`src/hw/rtl/msqrt_pkg.sv`:
```
// ---------------------------------------------------------------------------
// Modular square root package
// Shared constants, status codes and the control structs that pass between
// the sequencer and the multiply-reduce unit.
// ---------------------------------------------------------------------------
package msqrt_pkg;

  localparam int MOD_BITS_DEF = 16;
  localparam int VALUE_W      = 32;
  localparam int STATUS_W     = 2;

  localparam logic [STATUS_W-1:0] ST_FOUND  = 2'd0;
  localparam logic [STATUS_W-1:0] ST_NONRES = 2'd1;
  localparam logic [STATUS_W-1:0] ST_BADMOD = 2'd2;

  typedef struct packed {
    logic start;    // one-cycle pulse that launches an operation
    logic use_raw;  // reduce the raw dividend instead of the product
  } mm_req_t;

  typedef struct packed {
    logic done;     // one-cycle pulse, result is valid from then on
  } mm_rsp_t;

endpackage

```
`src/hw/rtl/msqrt_mulmod.sv`:
```
// ---------------------------------------------------------------------------
// Shared multiply-reduce unit
// Computes (a * b) mod p, or raw mod p, with a multiply step followed by
// a restoring reduction that retires one dividend bit per cycle.
// ---------------------------------------------------------------------------
module msqrt_mulmod #(
  parameter int MOD_BITS = msqrt_pkg::MOD_BITS_DEF
) (
  input  logic                            clk,
  input  logic                            rst_n,
  input  msqrt_pkg::mm_req_t              req,
  input  logic [MOD_BITS-1:0]             op_a,
  input  logic [MOD_BITS-1:0]             op_b,
  input  logic [MOD_BITS-1:0]             p,
  input  logic [msqrt_pkg::VALUE_W-1:0]   raw,
  output msqrt_pkg::mm_rsp_t              rsp,
  output logic [MOD_BITS-1:0]             res
);

  localparam int DW = (2 * MOD_BITS > msqrt_pkg::VALUE_W) ? 2 * MOD_BITS
                                                           : msqrt_pkg::VALUE_W;
  localparam int CNT_W = $clog2(DW + 1);

  localparam logic [1:0] U_IDLE = 2'd0;
  localparam logic [1:0] U_MUL  = 2'd1;
  localparam logic [1:0] U_RED  = 2'd2;

  logic [1:0]            state_r, state_nxt;
  logic                  done_r, done_nxt;
  logic [DW-1:0]         dvd_r, dvd_nxt;
  logic [MOD_BITS-1:0]   rem_r, rem_nxt;
  logic [CNT_W-1:0]      cnt_r, cnt_nxt;
  logic [2*MOD_BITS-1:0] prod;
  logic [MOD_BITS:0]     shifted;

  assign prod    = op_a * op_b;
  assign shifted = {rem_r, dvd_r[DW-1]};

  always_comb begin
    state_nxt = state_r;
    done_nxt  = 1'b0;
    dvd_nxt   = dvd_r;
    rem_nxt   = rem_r;
    cnt_nxt   = cnt_r;
    case (state_r)
      U_IDLE: begin
        if (req.start) begin
          state_nxt = U_MUL;
        end
      end
      U_MUL: begin
        dvd_nxt   = req.use_raw ? DW'(raw) : DW'(prod);
        rem_nxt   = '0;
        cnt_nxt   = CNT_W'(DW);
        state_nxt = U_RED;
      end
      U_RED: begin
        // The remainder stays below p, so one compare-subtract per bit suffices.
        if (shifted >= {1'b0, p}) begin
          rem_nxt = MOD_BITS'(shifted - {1'b0, p});
        end else begin
          rem_nxt = MOD_BITS'(shifted);
        end
        dvd_nxt = dvd_r << 1;
        cnt_nxt = cnt_r - CNT_W'(1);
        if (cnt_r == CNT_W'(1)) begin
          done_nxt  = 1'b1;
          state_nxt = U_IDLE;
        end
      end
      default: begin
        state_nxt = U_IDLE;
      end
    endcase
  end

  always_ff @(posedge clk) begin
    if (!rst_n) begin
      state_r <= U_IDLE;
      done_r  <= 1'b0;
    end else begin
      state_r <= state_nxt;
      done_r  <= done_nxt;
    end
  end

  always_ff @(posedge clk) begin
    dvd_r <= dvd_nxt;
    rem_r <= rem_nxt;
    cnt_r <= cnt_nxt;
  end

  assign rsp.done = done_r;
  assign res      = rem_r;

endmodule

```
`src/hw/rtl/msqrt_ctrl.sv`:
```
// ---------------------------------------------------------------------------
// Modular square root sequencer
// Runs reduction, Euler's criterion, the p = 3 mod 4 shortcut and the
// Tonelli-Shanks loop as micro-steps on the shared multiply-reduce unit,
// and holds the result register of the output channel.
// ---------------------------------------------------------------------------
module msqrt_ctrl #(
  parameter int MOD_BITS = msqrt_pkg::MOD_BITS_DEF
) (
  input  logic                              clk,
  input  logic                              rst_n,
  input  logic                              in_valid,
  output logic                              in_ready,
  input  logic [msqrt_pkg::VALUE_W-1:0]     in_value,
  input  logic [MOD_BITS-1:0]               in_modulus,
  output logic                              out_valid,
  input  logic                              out_ready,
  output logic [MOD_BITS-1:0]               out_root,
  output logic [msqrt_pkg::STATUS_W-1:0]    out_status,
  output msqrt_pkg::mm_req_t                mm_req,
  output logic [MOD_BITS-1:0]               mm_a,
  output logic [MOD_BITS-1:0]               mm_b,
  output logic [MOD_BITS-1:0]               mm_p,
  output logic [msqrt_pkg::VALUE_W-1:0]     mm_raw,
  input  msqrt_pkg::mm_rsp_t                mm_rsp,
  input  logic [MOD_BITS-1:0]               mm_res
);

  localparam int MB   = MOD_BITS;
  localparam int CW   = $clog2(MOD_BITS + 1);
  localparam int VW   = msqrt_pkg::VALUE_W;
  localparam int SW   = msqrt_pkg::STATUS_W;

  localparam logic [4:0] S_IDLE  = 5'd0;
  localparam logic [4:0] S_START = 5'd1;
  localparam logic [4:0] S_RED   = 5'd2;
  localparam logic [4:0] S_EUL   = 5'd3;
  localparam logic [4:0] S_SQ3   = 5'd4;
  localparam logic [4:0] S_QS    = 5'd5;
  localparam logic [4:0] S_ZTRY  = 5'd6;
  localparam logic [4:0] S_ZCHK  = 5'd7;
  localparam logic [4:0] S_CSET  = 5'd8;
  localparam logic [4:0] S_TSET  = 5'd9;
  localparam logic [4:0] S_RSET  = 5'd10;
  localparam logic [4:0] S_LOOP  = 5'd11;
  localparam logic [4:0] S_ORD   = 5'd12;
  localparam logic [4:0] S_ORDM  = 5'd13;
  localparam logic [4:0] S_ORDE  = 5'd14;
  localparam logic [4:0] S_BSQ   = 5'd15;
  localparam logic [4:0] S_BSQM  = 5'd16;
  localparam logic [4:0] S_CUPD  = 5'd17;
  localparam logic [4:0] S_TUPD  = 5'd18;
  localparam logic [4:0] S_RUPD  = 5'd19;
  localparam logic [4:0] S_PLOOP = 5'd20;
  localparam logic [4:0] S_PACC  = 5'd21;
  localparam logic [4:0] S_PSQ   = 5'd22;
  localparam logic [4:0] S_PBASE = 5'd23;
  localparam logic [4:0] S_MWAIT = 5'd24;
  localparam logic [4:0] S_FIN   = 5'd25;

  logic [4:0]    state_r, state_nxt;
  logic [4:0]    mul_ret_r, mul_ret_nxt;
  logic [4:0]    pw_ret_r, pw_ret_nxt;
  logic [VW-1:0] v_r, v_nxt;
  logic [MB-1:0] p_r, p_nxt;
  logic [MB-1:0] n_r, n_nxt;
  logic [MB-1:0] q_r, q_nxt;
  logic [MB-1:0] z_r, z_nxt;
  logic [MB-1:0] c_r, c_nxt;
  logic [MB-1:0] t_r, t_nxt;
  logic [MB-1:0] r_r, r_nxt;
  logic [MB-1:0] sq_r, sq_nxt;
  logic [MB-1:0] b_r, b_nxt;
  logic [MB-1:0] acc_r, acc_nxt;
  logic [MB-1:0] base_r, base_nxt;
  logic [MB-1:0] e_r, e_nxt;
  logic [CW-1:0] i_r, i_nxt;
  logic [CW-1:0] j_r, j_nxt;
  logic [CW-1:0] m_r, m_nxt;
  logic [MB-1:0] mm_a_r, mm_a_nxt;
  logic [MB-1:0] mm_b_r, mm_b_nxt;
  logic          mm_start_r, mm_start_nxt;
  logic          mm_raw_sel_r, mm_raw_sel_nxt;
  logic          out_valid_r, out_valid_nxt;
  logic [MB-1:0] out_root_r, out_root_nxt;
  logic [SW-1:0] out_status_r, out_status_nxt;
  logic [MB-1:0] res_root_r, res_root_nxt;
  logic [SW-1:0] res_status_r, res_status_nxt;

  // Sub-call requests, applied after the main case.
  logic          call_mul, call_raw, call_pw, fin_req;
  logic [MB-1:0] call_a, call_b, pw_base, pw_exp, fin_root;
  logic [4:0]    call_ret, pw_ret;
  logic [SW-1:0] fin_status;

  logic [VW-1:0] mag;
  logic [MB-1:0] red_n;
  logic [MB-1:0] half_pm1;
  logic [MB:0]   p_inc;
  logic [MB-1:0] q_inc;
  logic [CW:0]   ji_sum;

  assign mag      = v_r[VW-1] ? (~v_r + VW'(1)) : v_r;
  assign red_n    = (v_r[VW-1] && (mm_res != '0)) ? (p_r - mm_res) : mm_res;
  assign half_pm1 = (p_r - MB'(1)) >> 1;
  assign p_inc    = {1'b0, p_r} + (MB+1)'(1);
  assign q_inc    = q_r + MB'(1);
  assign ji_sum   = {1'b0, j_r} + {1'b0, i_r} + (CW+1)'(1);

  always_comb begin
    state_nxt      = state_r;
    mul_ret_nxt    = mul_ret_r;
    pw_ret_nxt     = pw_ret_r;
    v_nxt          = v_r;
    p_nxt          = p_r;
    n_nxt          = n_r;
    q_nxt          = q_r;
    z_nxt          = z_r;
    c_nxt          = c_r;
    t_nxt          = t_r;
    r_nxt          = r_r;
    sq_nxt         = sq_r;
    b_nxt          = b_r;
    acc_nxt        = acc_r;
    base_nxt       = base_r;
    e_nxt          = e_r;
    i_nxt          = i_r;
    j_nxt          = j_r;
    m_nxt          = m_r;
    mm_a_nxt       = mm_a_r;
    mm_b_nxt       = mm_b_r;
    mm_start_nxt   = 1'b0;
    mm_raw_sel_nxt = mm_raw_sel_r;
    out_valid_nxt  = out_valid_r & ~out_ready;
    out_root_nxt   = out_root_r;
    out_status_nxt = out_status_r;
    res_root_nxt   = res_root_r;
    res_status_nxt = res_status_r;

    call_mul   = 1'b0;
    call_raw   = 1'b0;
    call_a     = '0;
    call_b     = '0;
    call_ret   = S_IDLE;
    call_pw    = 1'b0;
    pw_base    = '0;
    pw_exp     = '0;
    pw_ret     = S_IDLE;
    fin_req    = 1'b0;
    fin_root   = '0;
    fin_status = msqrt_pkg::ST_FOUND;

    case (state_r)
      S_IDLE: begin
        if (in_valid) begin
          v_nxt     = in_value;
          p_nxt     = in_modulus;
          state_nxt = S_START;
        end
      end
      S_START: begin
        if (p_r < MB'(2)) begin
          fin_req    = 1'b1;
          fin_status = msqrt_pkg::ST_BADMOD;
        end else begin
          call_mul = 1'b1;
          call_raw = 1'b1;
          call_ret = S_RED;
        end
      end
      S_RED: begin
        if (red_n == '0) begin
          fin_req = 1'b1;
        end else if (p_r == MB'(2)) begin
          fin_req  = 1'b1;
          fin_root = red_n;
        end else begin
          n_nxt   = red_n;
          call_pw = 1'b1;
          pw_base = red_n;
          pw_exp  = half_pm1;
          pw_ret  = S_EUL;
        end
      end
      S_EUL: begin
        if (acc_r != MB'(1)) begin
          fin_req    = 1'b1;
          fin_status = msqrt_pkg::ST_NONRES;
        end else if (p_r[1:0] == 2'b11) begin
          call_pw = 1'b1;
          pw_base = n_r;
          pw_exp  = MB'(p_inc >> 2);
          pw_ret  = S_SQ3;
        end else begin
          q_nxt     = p_r - MB'(1);
          m_nxt     = '0;
          state_nxt = S_QS;
        end
      end
      S_SQ3: begin
        fin_req  = 1'b1;
        fin_root = acc_r;
      end
      S_QS: begin
        // p is at least three here, so q never reaches zero.
        if (!q_r[0]) begin
          q_nxt = q_r >> 1;
          m_nxt = m_r + CW'(1);
        end else begin
          z_nxt     = MB'(2);
          state_nxt = S_ZTRY;
        end
      end
      S_ZTRY: begin
        if (z_r >= p_r) begin
          fin_req    = 1'b1;
          fin_status = msqrt_pkg::ST_BADMOD;
        end else begin
          call_pw = 1'b1;
          pw_base = z_r;
          pw_exp  = half_pm1;
          pw_ret  = S_ZCHK;
        end
      end
      S_ZCHK: begin
        if (acc_r == (p_r - MB'(1))) begin
          call_pw = 1'b1;
          pw_base = z_r;
          pw_exp  = q_r;
          pw_ret  = S_CSET;
        end else begin
          z_nxt     = z_r + MB'(1);
          state_nxt = S_ZTRY;
        end
      end
      S_CSET: begin
        c_nxt   = acc_r;
        call_pw = 1'b1;
        pw_base = n_r;
        pw_exp  = q_r;
        pw_ret  = S_TSET;
      end
      S_TSET: begin
        t_nxt   = acc_r;
        call_pw = 1'b1;
        pw_base = n_r;
        pw_exp  = q_inc >> 1;
        pw_ret  = S_RSET;
      end
      S_RSET: begin
        r_nxt     = acc_r;
        state_nxt = S_LOOP;
      end
      S_LOOP: begin
        if (t_r == MB'(1)) begin
          fin_req  = 1'b1;
          fin_root = r_r;
        end else begin
          i_nxt     = '0;
          sq_nxt    = t_r;
          b_nxt     = c_r;
          state_nxt = S_ORD;
        end
      end
      S_ORD: begin
        if (sq_r == MB'(1)) begin
          state_nxt = S_ORDE;
        end else if (i_r >= m_r) begin
          fin_req    = 1'b1;
          fin_status = msqrt_pkg::ST_BADMOD;
        end else begin
          call_mul = 1'b1;
          call_a   = sq_r;
          call_b   = sq_r;
          call_ret = S_ORDM;
        end
      end
      S_ORDM: begin
        sq_nxt    = mm_res;
        i_nxt     = i_r + CW'(1);
        state_nxt = S_ORD;
      end
      S_ORDE: begin
        if (i_r >= m_r) begin
          fin_req    = 1'b1;
          fin_status = msqrt_pkg::ST_BADMOD;
        end else begin
          j_nxt     = '0;
          state_nxt = S_BSQ;
        end
      end
      S_BSQ: begin
        call_mul = 1'b1;
        call_a   = b_r;
        call_b   = b_r;
        if (ji_sum < {1'b0, m_r}) begin
          call_ret = S_BSQM;
        end else begin
          m_nxt    = i_r;
          call_ret = S_CUPD;
        end
      end
      S_BSQM: begin
        b_nxt     = mm_res;
        j_nxt     = j_r + CW'(1);
        state_nxt = S_BSQ;
      end
      S_CUPD: begin
        c_nxt    = mm_res;
        call_mul = 1'b1;
        call_a   = t_r;
        call_b   = mm_res;
        call_ret = S_TUPD;
      end
      S_TUPD: begin
        t_nxt    = mm_res;
        call_mul = 1'b1;
        call_a   = r_r;
        call_b   = b_r;
        call_ret = S_RUPD;
      end
      S_RUPD: begin
        r_nxt     = mm_res;
        state_nxt = S_LOOP;
      end
      S_PLOOP: begin
        if (e_r == '0) begin
          state_nxt = pw_ret_r;
        end else if (e_r[0]) begin
          call_mul = 1'b1;
          call_a   = acc_r;
          call_b   = base_r;
          call_ret = S_PACC;
        end else begin
          state_nxt = S_PSQ;
        end
      end
      S_PACC: begin
        acc_nxt   = mm_res;
        state_nxt = S_PSQ;
      end
      S_PSQ: begin
        // The final squaring of the base is never used, so it is skipped.
        if ((e_r >> 1) == '0) begin
          e_nxt     = '0;
          state_nxt = S_PLOOP;
        end else begin
          call_mul = 1'b1;
          call_a   = base_r;
          call_b   = base_r;
          call_ret = S_PBASE;
        end
      end
      S_PBASE: begin
        base_nxt  = mm_res;
        e_nxt     = e_r >> 1;
        state_nxt = S_PLOOP;
      end
      S_MWAIT: begin
        if (mm_rsp.done) begin
          state_nxt = mul_ret_r;
        end
      end
      S_FIN: begin
        // The finished result waits here until the previous one has left.
        if (!out_valid_r || out_ready) begin
          out_valid_nxt  = 1'b1;
          out_root_nxt   = res_root_r;
          out_status_nxt = res_status_r;
          state_nxt      = S_IDLE;
        end
      end
      default: begin
        state_nxt = S_IDLE;
      end
    endcase

    if (call_mul) begin
      mm_a_nxt       = call_a;
      mm_b_nxt       = call_b;
      mm_raw_sel_nxt = call_raw;
      mm_start_nxt   = 1'b1;
      mul_ret_nxt    = call_ret;
      state_nxt      = S_MWAIT;
    end
    if (call_pw) begin
      acc_nxt    = MB'(1);
      base_nxt   = pw_base;
      e_nxt      = pw_exp;
      pw_ret_nxt = pw_ret;
      state_nxt  = S_PLOOP;
    end
    if (fin_req) begin
      res_root_nxt   = (fin_status == msqrt_pkg::ST_FOUND) ? fin_root : '0;
      res_status_nxt = fin_status;
      state_nxt      = S_FIN;
    end
  end

  always_ff @(posedge clk) begin
    if (!rst_n) begin
      state_r     <= S_IDLE;
      mm_start_r  <= 1'b0;
      out_valid_r <= 1'b0;
    end else begin
      state_r     <= state_nxt;
      mm_start_r  <= mm_start_nxt;
      out_valid_r <= out_valid_nxt;
    end
  end

  always_ff @(posedge clk) begin
    mul_ret_r    <= mul_ret_nxt;
    pw_ret_r     <= pw_ret_nxt;
    v_r          <= v_nxt;
    p_r          <= p_nxt;
    n_r          <= n_nxt;
    q_r          <= q_nxt;
    z_r          <= z_nxt;
    c_r          <= c_nxt;
    t_r          <= t_nxt;
    r_r          <= r_nxt;
    sq_r         <= sq_nxt;
    b_r          <= b_nxt;
    acc_r        <= acc_nxt;
    base_r       <= base_nxt;
    e_r          <= e_nxt;
    i_r          <= i_nxt;
    j_r          <= j_nxt;
    m_r          <= m_nxt;
    mm_a_r       <= mm_a_nxt;
    mm_b_r       <= mm_b_nxt;
    mm_raw_sel_r <= mm_raw_sel_nxt;
    out_root_r   <= out_root_nxt;
    out_status_r <= out_status_nxt;
    res_root_r   <= res_root_nxt;
    res_status_r <= res_status_nxt;
  end

  assign in_ready       = (state_r == S_IDLE);
  assign out_valid      = out_valid_r;
  assign out_root       = out_root_r;
  assign out_status     = out_status_r;
  assign mm_req.start   = mm_start_r;
  assign mm_req.use_raw = mm_raw_sel_r;
  assign mm_a           = mm_a_r;
  assign mm_b           = mm_b_r;
  assign mm_p           = p_r;
  assign mm_raw         = mag;

endmodule

```
`src/hw/rtl/modular_square_root_core.sv`:
```
// Each multiply-reduce runs the bit-per-cycle reduction in the shared unit; a power takes
// up to 2*MOD_BITS of them. An item with a modulus below two ends without a multiply; else it
// takes one multiply, which ends a zero residue or p = 2, then a power for Euler's criterion
// and one for p = 3 mod 4; Tonelli-Shanks adds a power per non-residue candidate, three more
// and up to s*(s+2) multiplies in its loop.
// One item at a time; in_tready is high only while idle. Reset: synchronous rst_n.
// ---------------------------------------------------------------------------
// Modular square root core
// Reduces a signed value modulo a prime and returns its square root using
// Euler's criterion and Tonelli-Shanks, with a status for non-residues and
// for moduli that make the procedure fail.
// ---------------------------------------------------------------------------
module modular_square_root_core #(
  parameter int MOD_BITS = msqrt_pkg::MOD_BITS_DEF
) (
  input  logic                                         clk,
  input  logic                                         rst_n,
  input  logic                                         in_tvalid,
  output logic                                         in_tready,
  // value [31:0], modulus [MOD_BITS+31:32], zero padding above
  input  logic [((msqrt_pkg::VALUE_W+MOD_BITS+7)/8)*8-1:0] in_tdata,
  output logic                                         out_tvalid,
  input  logic                                         out_tready,
  // root [MOD_BITS-1:0], zero padding above
  output logic [((MOD_BITS+7)/8)*8-1:0]                out_tdata,
  // status [1:0]
  output logic [msqrt_pkg::STATUS_W-1:0]               out_tuser
);

  localparam int VW     = msqrt_pkg::VALUE_W;
  localparam int OUT_DW = ((MOD_BITS + 7) / 8) * 8;

  msqrt_pkg::mm_req_t  mm_req;
  msqrt_pkg::mm_rsp_t  mm_rsp;
  logic [MOD_BITS-1:0] mm_a, mm_b, mm_p, mm_res;
  logic [VW-1:0]       mm_raw;
  logic [MOD_BITS-1:0] root;

  msqrt_ctrl #(
    .MOD_BITS (MOD_BITS)
  ) u_ctrl (
    .clk        (clk),
    .rst_n      (rst_n),
    .in_valid   (in_tvalid),
    .in_ready   (in_tready),
    .in_value   (in_tdata[VW-1:0]),
    .in_modulus (in_tdata[VW+MOD_BITS-1:VW]),
    .out_valid  (out_tvalid),
    .out_ready  (out_tready),
    .out_root   (root),
    .out_status (out_tuser),
    .mm_req     (mm_req),
    .mm_a       (mm_a),
    .mm_b       (mm_b),
    .mm_p       (mm_p),
    .mm_raw     (mm_raw),
    .mm_rsp     (mm_rsp),
    .mm_res     (mm_res)
  );

  msqrt_mulmod #(
    .MOD_BITS (MOD_BITS)
  ) u_mulmod (
    .clk   (clk),
    .rst_n (rst_n),
    .req   (mm_req),
    .op_a  (mm_a),
    .op_b  (mm_b),
    .p     (mm_p),
    .raw   (mm_raw),
    .rsp   (mm_rsp),
    .res   (mm_res)
  );

  assign out_tdata = OUT_DW'(root);

endmodule
```
`config.mk`:
```
export PLATFORM = sky130hd
export DESIGN_NAME = modular_square_root_core
export DESIGN_NICKNAME = d
export VERILOG_FILES = /design/src/hw/rtl/msqrt_pkg.sv /design/src/hw/rtl/msqrt_mulmod.sv /design/src/hw/rtl/msqrt_ctrl.sv /design/src/hw/rtl/modular_square_root_core.sv
export SDC_FILE = /design/constraint.sdc
export NUM_CORES = 2
export LEC_CHECK = 0
export BUFFER_PORTS_ARGS = -buffer_cell sky130_fd_sc_hd__clkbuf_2
export CORE_ASPECT_RATIO = 1.5
export CORE_MARGIN = 5
export CORE_UTILIZATION = 35
export CTS_CLUSTER_DIAMETER = 30
export DETAILED_ROUTE_END_ITERATION = 10
export PLACE_DENSITY_LB_ADDON = 0.25
export SLEW_MARGIN = 10
export SYNTH_ARGS = -nofsm -noshare
export SYNTH_HDL_FRONTEND = slang
export SYNTH_HIERARCHICAL = 1
export SYNTH_SLANG_ARGS = --single-unit
```
`constraint.sdc`:
```
create_clock -name clk -period 12.5 [get_ports clk]
set_input_delay 0.625 -clock clk [delete_from_list [all_inputs] [get_ports clk]]
set_output_delay 0.625 -clock clk [all_outputs]
set_load 0.02 [all_outputs]
```
==> summary.md <==
| Metric | Value |
|---|---|
| Status | `finished, final reports clean` |
| Initial Util | `0.353` |
| CTS Hold Bufs | `0` |
| Worst-path clk slew | `0.05 ns` |
| Die ar. | `between 0.09 and 0.1 mm^2` |
| Yosys reg bits | `between 300 and 400` |
| DP Area | `~0.032 mm^2` |
| Via-per-instance ratio | `5.46` |
| Starting DRC count in detailed routing | `between 1500 and 2000` |
| Dominant synthesized flop cell | `edfxtp_1` |
| Arrival @ worst endpoint | `6.85 ns` |
| DP Wirelength | `between 70 and 80 mm` |
| Area contributors post-synth | `edfxtp_1 36%, fa_1 13%, ha_1 7.5%` |
| Crit Path Class | `reg -> reg` |
| P&R area growth vs syn | `14.9%` |
| Total CTS buffers | `79` |
| Pin count of the biggest net entering global routing | `53` |
| Clk_lat worst skew | `around 0.63 ns` |
| RSZ-0062 raised after global routing | `no` |
| Global-route wire length before repair | `approximately 150 mm` |
| H-tree levels | `3` |
| Top cell type by total area after synthesis | `edfxtp_1` |
| Number of I/O pins | `between 70 and 80` |
| Final critical-path required period | `approximately 6.4 ns` |
| Gr ovfl total | `0` |
| Max FO, Critical Path | `16` |
| # DRC | `0` |
| Clk buf depth | `3` |
| Fin crit share | `0.514` |
| Mapped Nets | `between 3000 and 4000` |
| Final Max Tran Viols | `0` |
| Fin Hold WS | `0.167 ns` |
| Critical path data required time | `between 10 and 15 ns` |
| Crit. Startpoint | `u_ctrl/mm_a[13]` |
| Slew @ Worst Pin | `around 1.1 ns` |
| Initial DRT Pass Iterations | `9` |
| Layout cell share with drive strength beyond 1 | `0.117` |
| Reg-to-reg startpoint | `u_ctrl/mm_a[13]` |
| Flop-to-flop setup slack | `6.07 ns` |
| Post-synthesis sequential area ratio | `0.372` |
| DR WL/cell | `approximately 23 um` |
| Synth cell types | `94` |
| Post-route insts no fill | `between 4000 and 5000` |
| GRT Overall Usage | `0.209` |
| Row cnt | `roughly 130` |
| Maxcap violations | `0` |
| Post-Syn Instances | `between 3000 and 4000` |
| F_max | `0.156 GHz` |
| Port bufs | `between 70 and 80` |
| Number of post-CTS setup repair buffers | `0` |
| Top cell type's share of synthesized area | `0.355` |
| Routed Antenna Nets | `0` |
| TritonCTS clock tree | `done` |
| Type of the worst min-delay path | `in -> reg` |
| Synthesized area | `between 0.03 and 0.04 mm^2` |
| Design area | `0.0345 mm^2` |
| GP Congestion | `a little over 0.9` |
| Clock tree root driver cell | `clkbuf_16` |
| R2R depth | `19` |
| Hold Vio Cnt, Final | `0` |
| Die Wd | `between 200 and 250 um` |
| Number of synthesized flops with an enable pin | `about 360` |
| Dpl cells | `between 4000 and 5000` |
| Final setup vio count | `0` |
| CTS resizes | `0` |
| Async SR Flop Fraction | `0` |
| Crit path capture | `u_mulmod/dvd_r[29]` |
| Synth warn | `6` |
| Die height | `roughly 370 um` |
| Num Clock Sinks | `around 380` |
| Antenna violations before repair | `4` |
| Routed vias | `around 23000` |
| Final wirelength | `slightly below 100 mm` |
| Syn avg cell area | `9.95 um^2` |
| Setup TNS | `0 ns` |
| Setup crit start kind | `flip-flop` |
| Vias in the first global route | `between 20000 and 25000` |
| Clock skew | `0.0283 ns` |
| CP endpoint kind | `flip-flop` |
| Critical R2R Capture | `u_mulmod/dvd_r[29]` |
| Layout net count | `3494` |
| Relative slew slack | `0.239` |
| Core box area | `0.0851 mm^2` |
[cells by family (layout without fill, tap and decap cells)]
logic type / after synthesis / in the layout / synth area share
buffers and inverters: 482 / 592 / 0.0617
adders and majority gates: 378 / 378 / 0.207
and+or+nand+nor: 959 / 959 / 0.154
other: 0 / 5 / 0
xor gates and xnor gates: 150 / 150 / 0.0438
DFF: 381 / 381 / 0.372
muxes: 91 / 91 / 0.0326
AOI/OAI and AO/OA: 576 / 576 / 0.129
[per-layer routing]
layer	part of all wire	track usage
met5	0.00040	0
met4	0.085	0.150
met3	0.044	0.0307
met2	0.52	0.384
met1	0.35	0.216
[cell type report]
cell class	instances	area [um^2]
well taps	1130	1410
flip-flops and latches	381	11200
clock buffers	89	2040
fillers	8401	50600
clock inverters	55	826
multi-input cells	2154	17100
inverters	327	1230
repair buffers	121	731
diodes	5	12.5
[worst min-delay path by stage]
stage	cells past startpoint	start	slack, ns	to
finish	1	in_tdata[32]	0.17	u_ctrl/mm_p[0]
global placement	0	u_ctrl/res_root_r[3]	0.41	u_ctrl/out_root[3]
global route	1	in_tdata[32]	0.14	u_ctrl/mm_p[0]
floorplan	0	u_ctrl/res_root_r[0]	0.40	u_ctrl/out_root[0]
CTS	1	in_tdata[32]	0.13	u_ctrl/mm_p[0]
detailed placement	0	u_ctrl/res_root_r[12]	0.41	u_ctrl/out_root[12]
[sequential cells by signal (all words and copies together), names as in the netlist, 6 cells and up]
| signal | flops |
|---|---|
| u_ctrl/b_r | 16 |
| u_ctrl/c_r | 16 |
| u_ctrl/z_r | 16 |
| u_mulmod/res | 16 |
| u_ctrl/v_r | 32 |
| u_ctrl/mm_b | 16 |
| u_ctrl/t_r | 16 |
| u_ctrl/q_r | 16 |
| u_ctrl/out_root | 16 |
| u_ctrl/n_r | 16 |
| u_ctrl/mm_p | 16 |
| u_ctrl/e_r | 16 |
| u_ctrl/base_r | 16 |
| u_ctrl/r_r | 16 |
| u_mulmod/dvd_r | 32 |
| u_ctrl/res_root_r | 16 |
| u_ctrl/mm_a | 16 |
| u_ctrl/acc_r | 16 |
| u_ctrl/sq_r | 16 |
| u_mulmod/cnt_r | 6 |
[synthesized netlist by cell type (7+ instances only)]
| library cell | n |
|---|---|
| edfxtp_1 | 355 |
| inv_1 | 324 |
| nor3_1 | 42 |
| a22oi_1 | 23 |
| buf_1 | 17 |
| and2_1 | 123 |
| ha_1 | 181 |
| nand3_1 | 53 |
| a222oi_1 | 46 |
| nand2_1 | 406 |
| nand2b_1 | 23 |
| nand4_1 | 41 |
| a211oi_1 | 9 |
| o22ai_1 | 17 |
| o221ai_1 | 7 |
| or3_1 | 16 |
| buf_2 | 8 |
| o211ai_1 | 18 |
| clkbuf_1 | 123 |
| xnor2_1 | 106 |
| and3_1 | 24 |
| a21oi_1 | 144 |
| a31oi_1 | 19 |
| mux2i_1 | 37 |
| fa_1 | 197 |
| o21ai_0 | 128 |
| nor2_1 | 144 |
| o31ai_1 | 14 |
| xor2_1 | 44 |
| o21a_1 | 27 |
| a221oi_1 | 8 |
| nor2b_1 | 16 |
| mux2_2 | 53 |
| dfxtp_1 | 26 |
| a21o_1 | 43 |
| nor4_1 | 25 |
| or2_2 | 8 |
[metrics by stage]
| step | setup slack [ns] | utilization |
|---|---|---|
| CTS | 6.03 | 0.405 |
| detailed placement | 6.06 | 0.372 |
| floorplan | 6.65 | - |
| finish | 6.07 | 0.405 |
| global route | 5.68 | 0.405 |
| global placement | 6.14 | 0.372 |
[layout by cell type (no fill, tap or decap), types with 80 or more instances in the layout]
cell type / n
ha_1: 180
edfxtp_1: 355
a21oi_1: 144
o21ai_0: 128
fa_1: 197
inv_1: 323
and2_1: 123
nor2_1: 143
clkbuf_16: 80
xnor2_1: 106
nand2_1: 405
[critical path: stages, from the launching register on]
cell and delay [ns]:
edfxtp_1 0.80, nand2_1 0.17, fa_1 0.54, fa_1 0.51
fa_1 0.51, inv_1 0.05, fa_1 0.53, fa_1 0.52
inv_1 0.05, fa_1 0.49, inv_1 0.05, ha_1 0.34
or2_2 0.31, a31oi_1 0.18, a31oi_1 0.06, a31oi_1 0.32
o31a_1 0.25, a31o_1 0.21, nor2_1 0.07, a2111oi_2 0.26
Power is left out: the tool's default activity adds up to more than one toggle a clock period on the data nets, which glitch-free logic cannot reach.
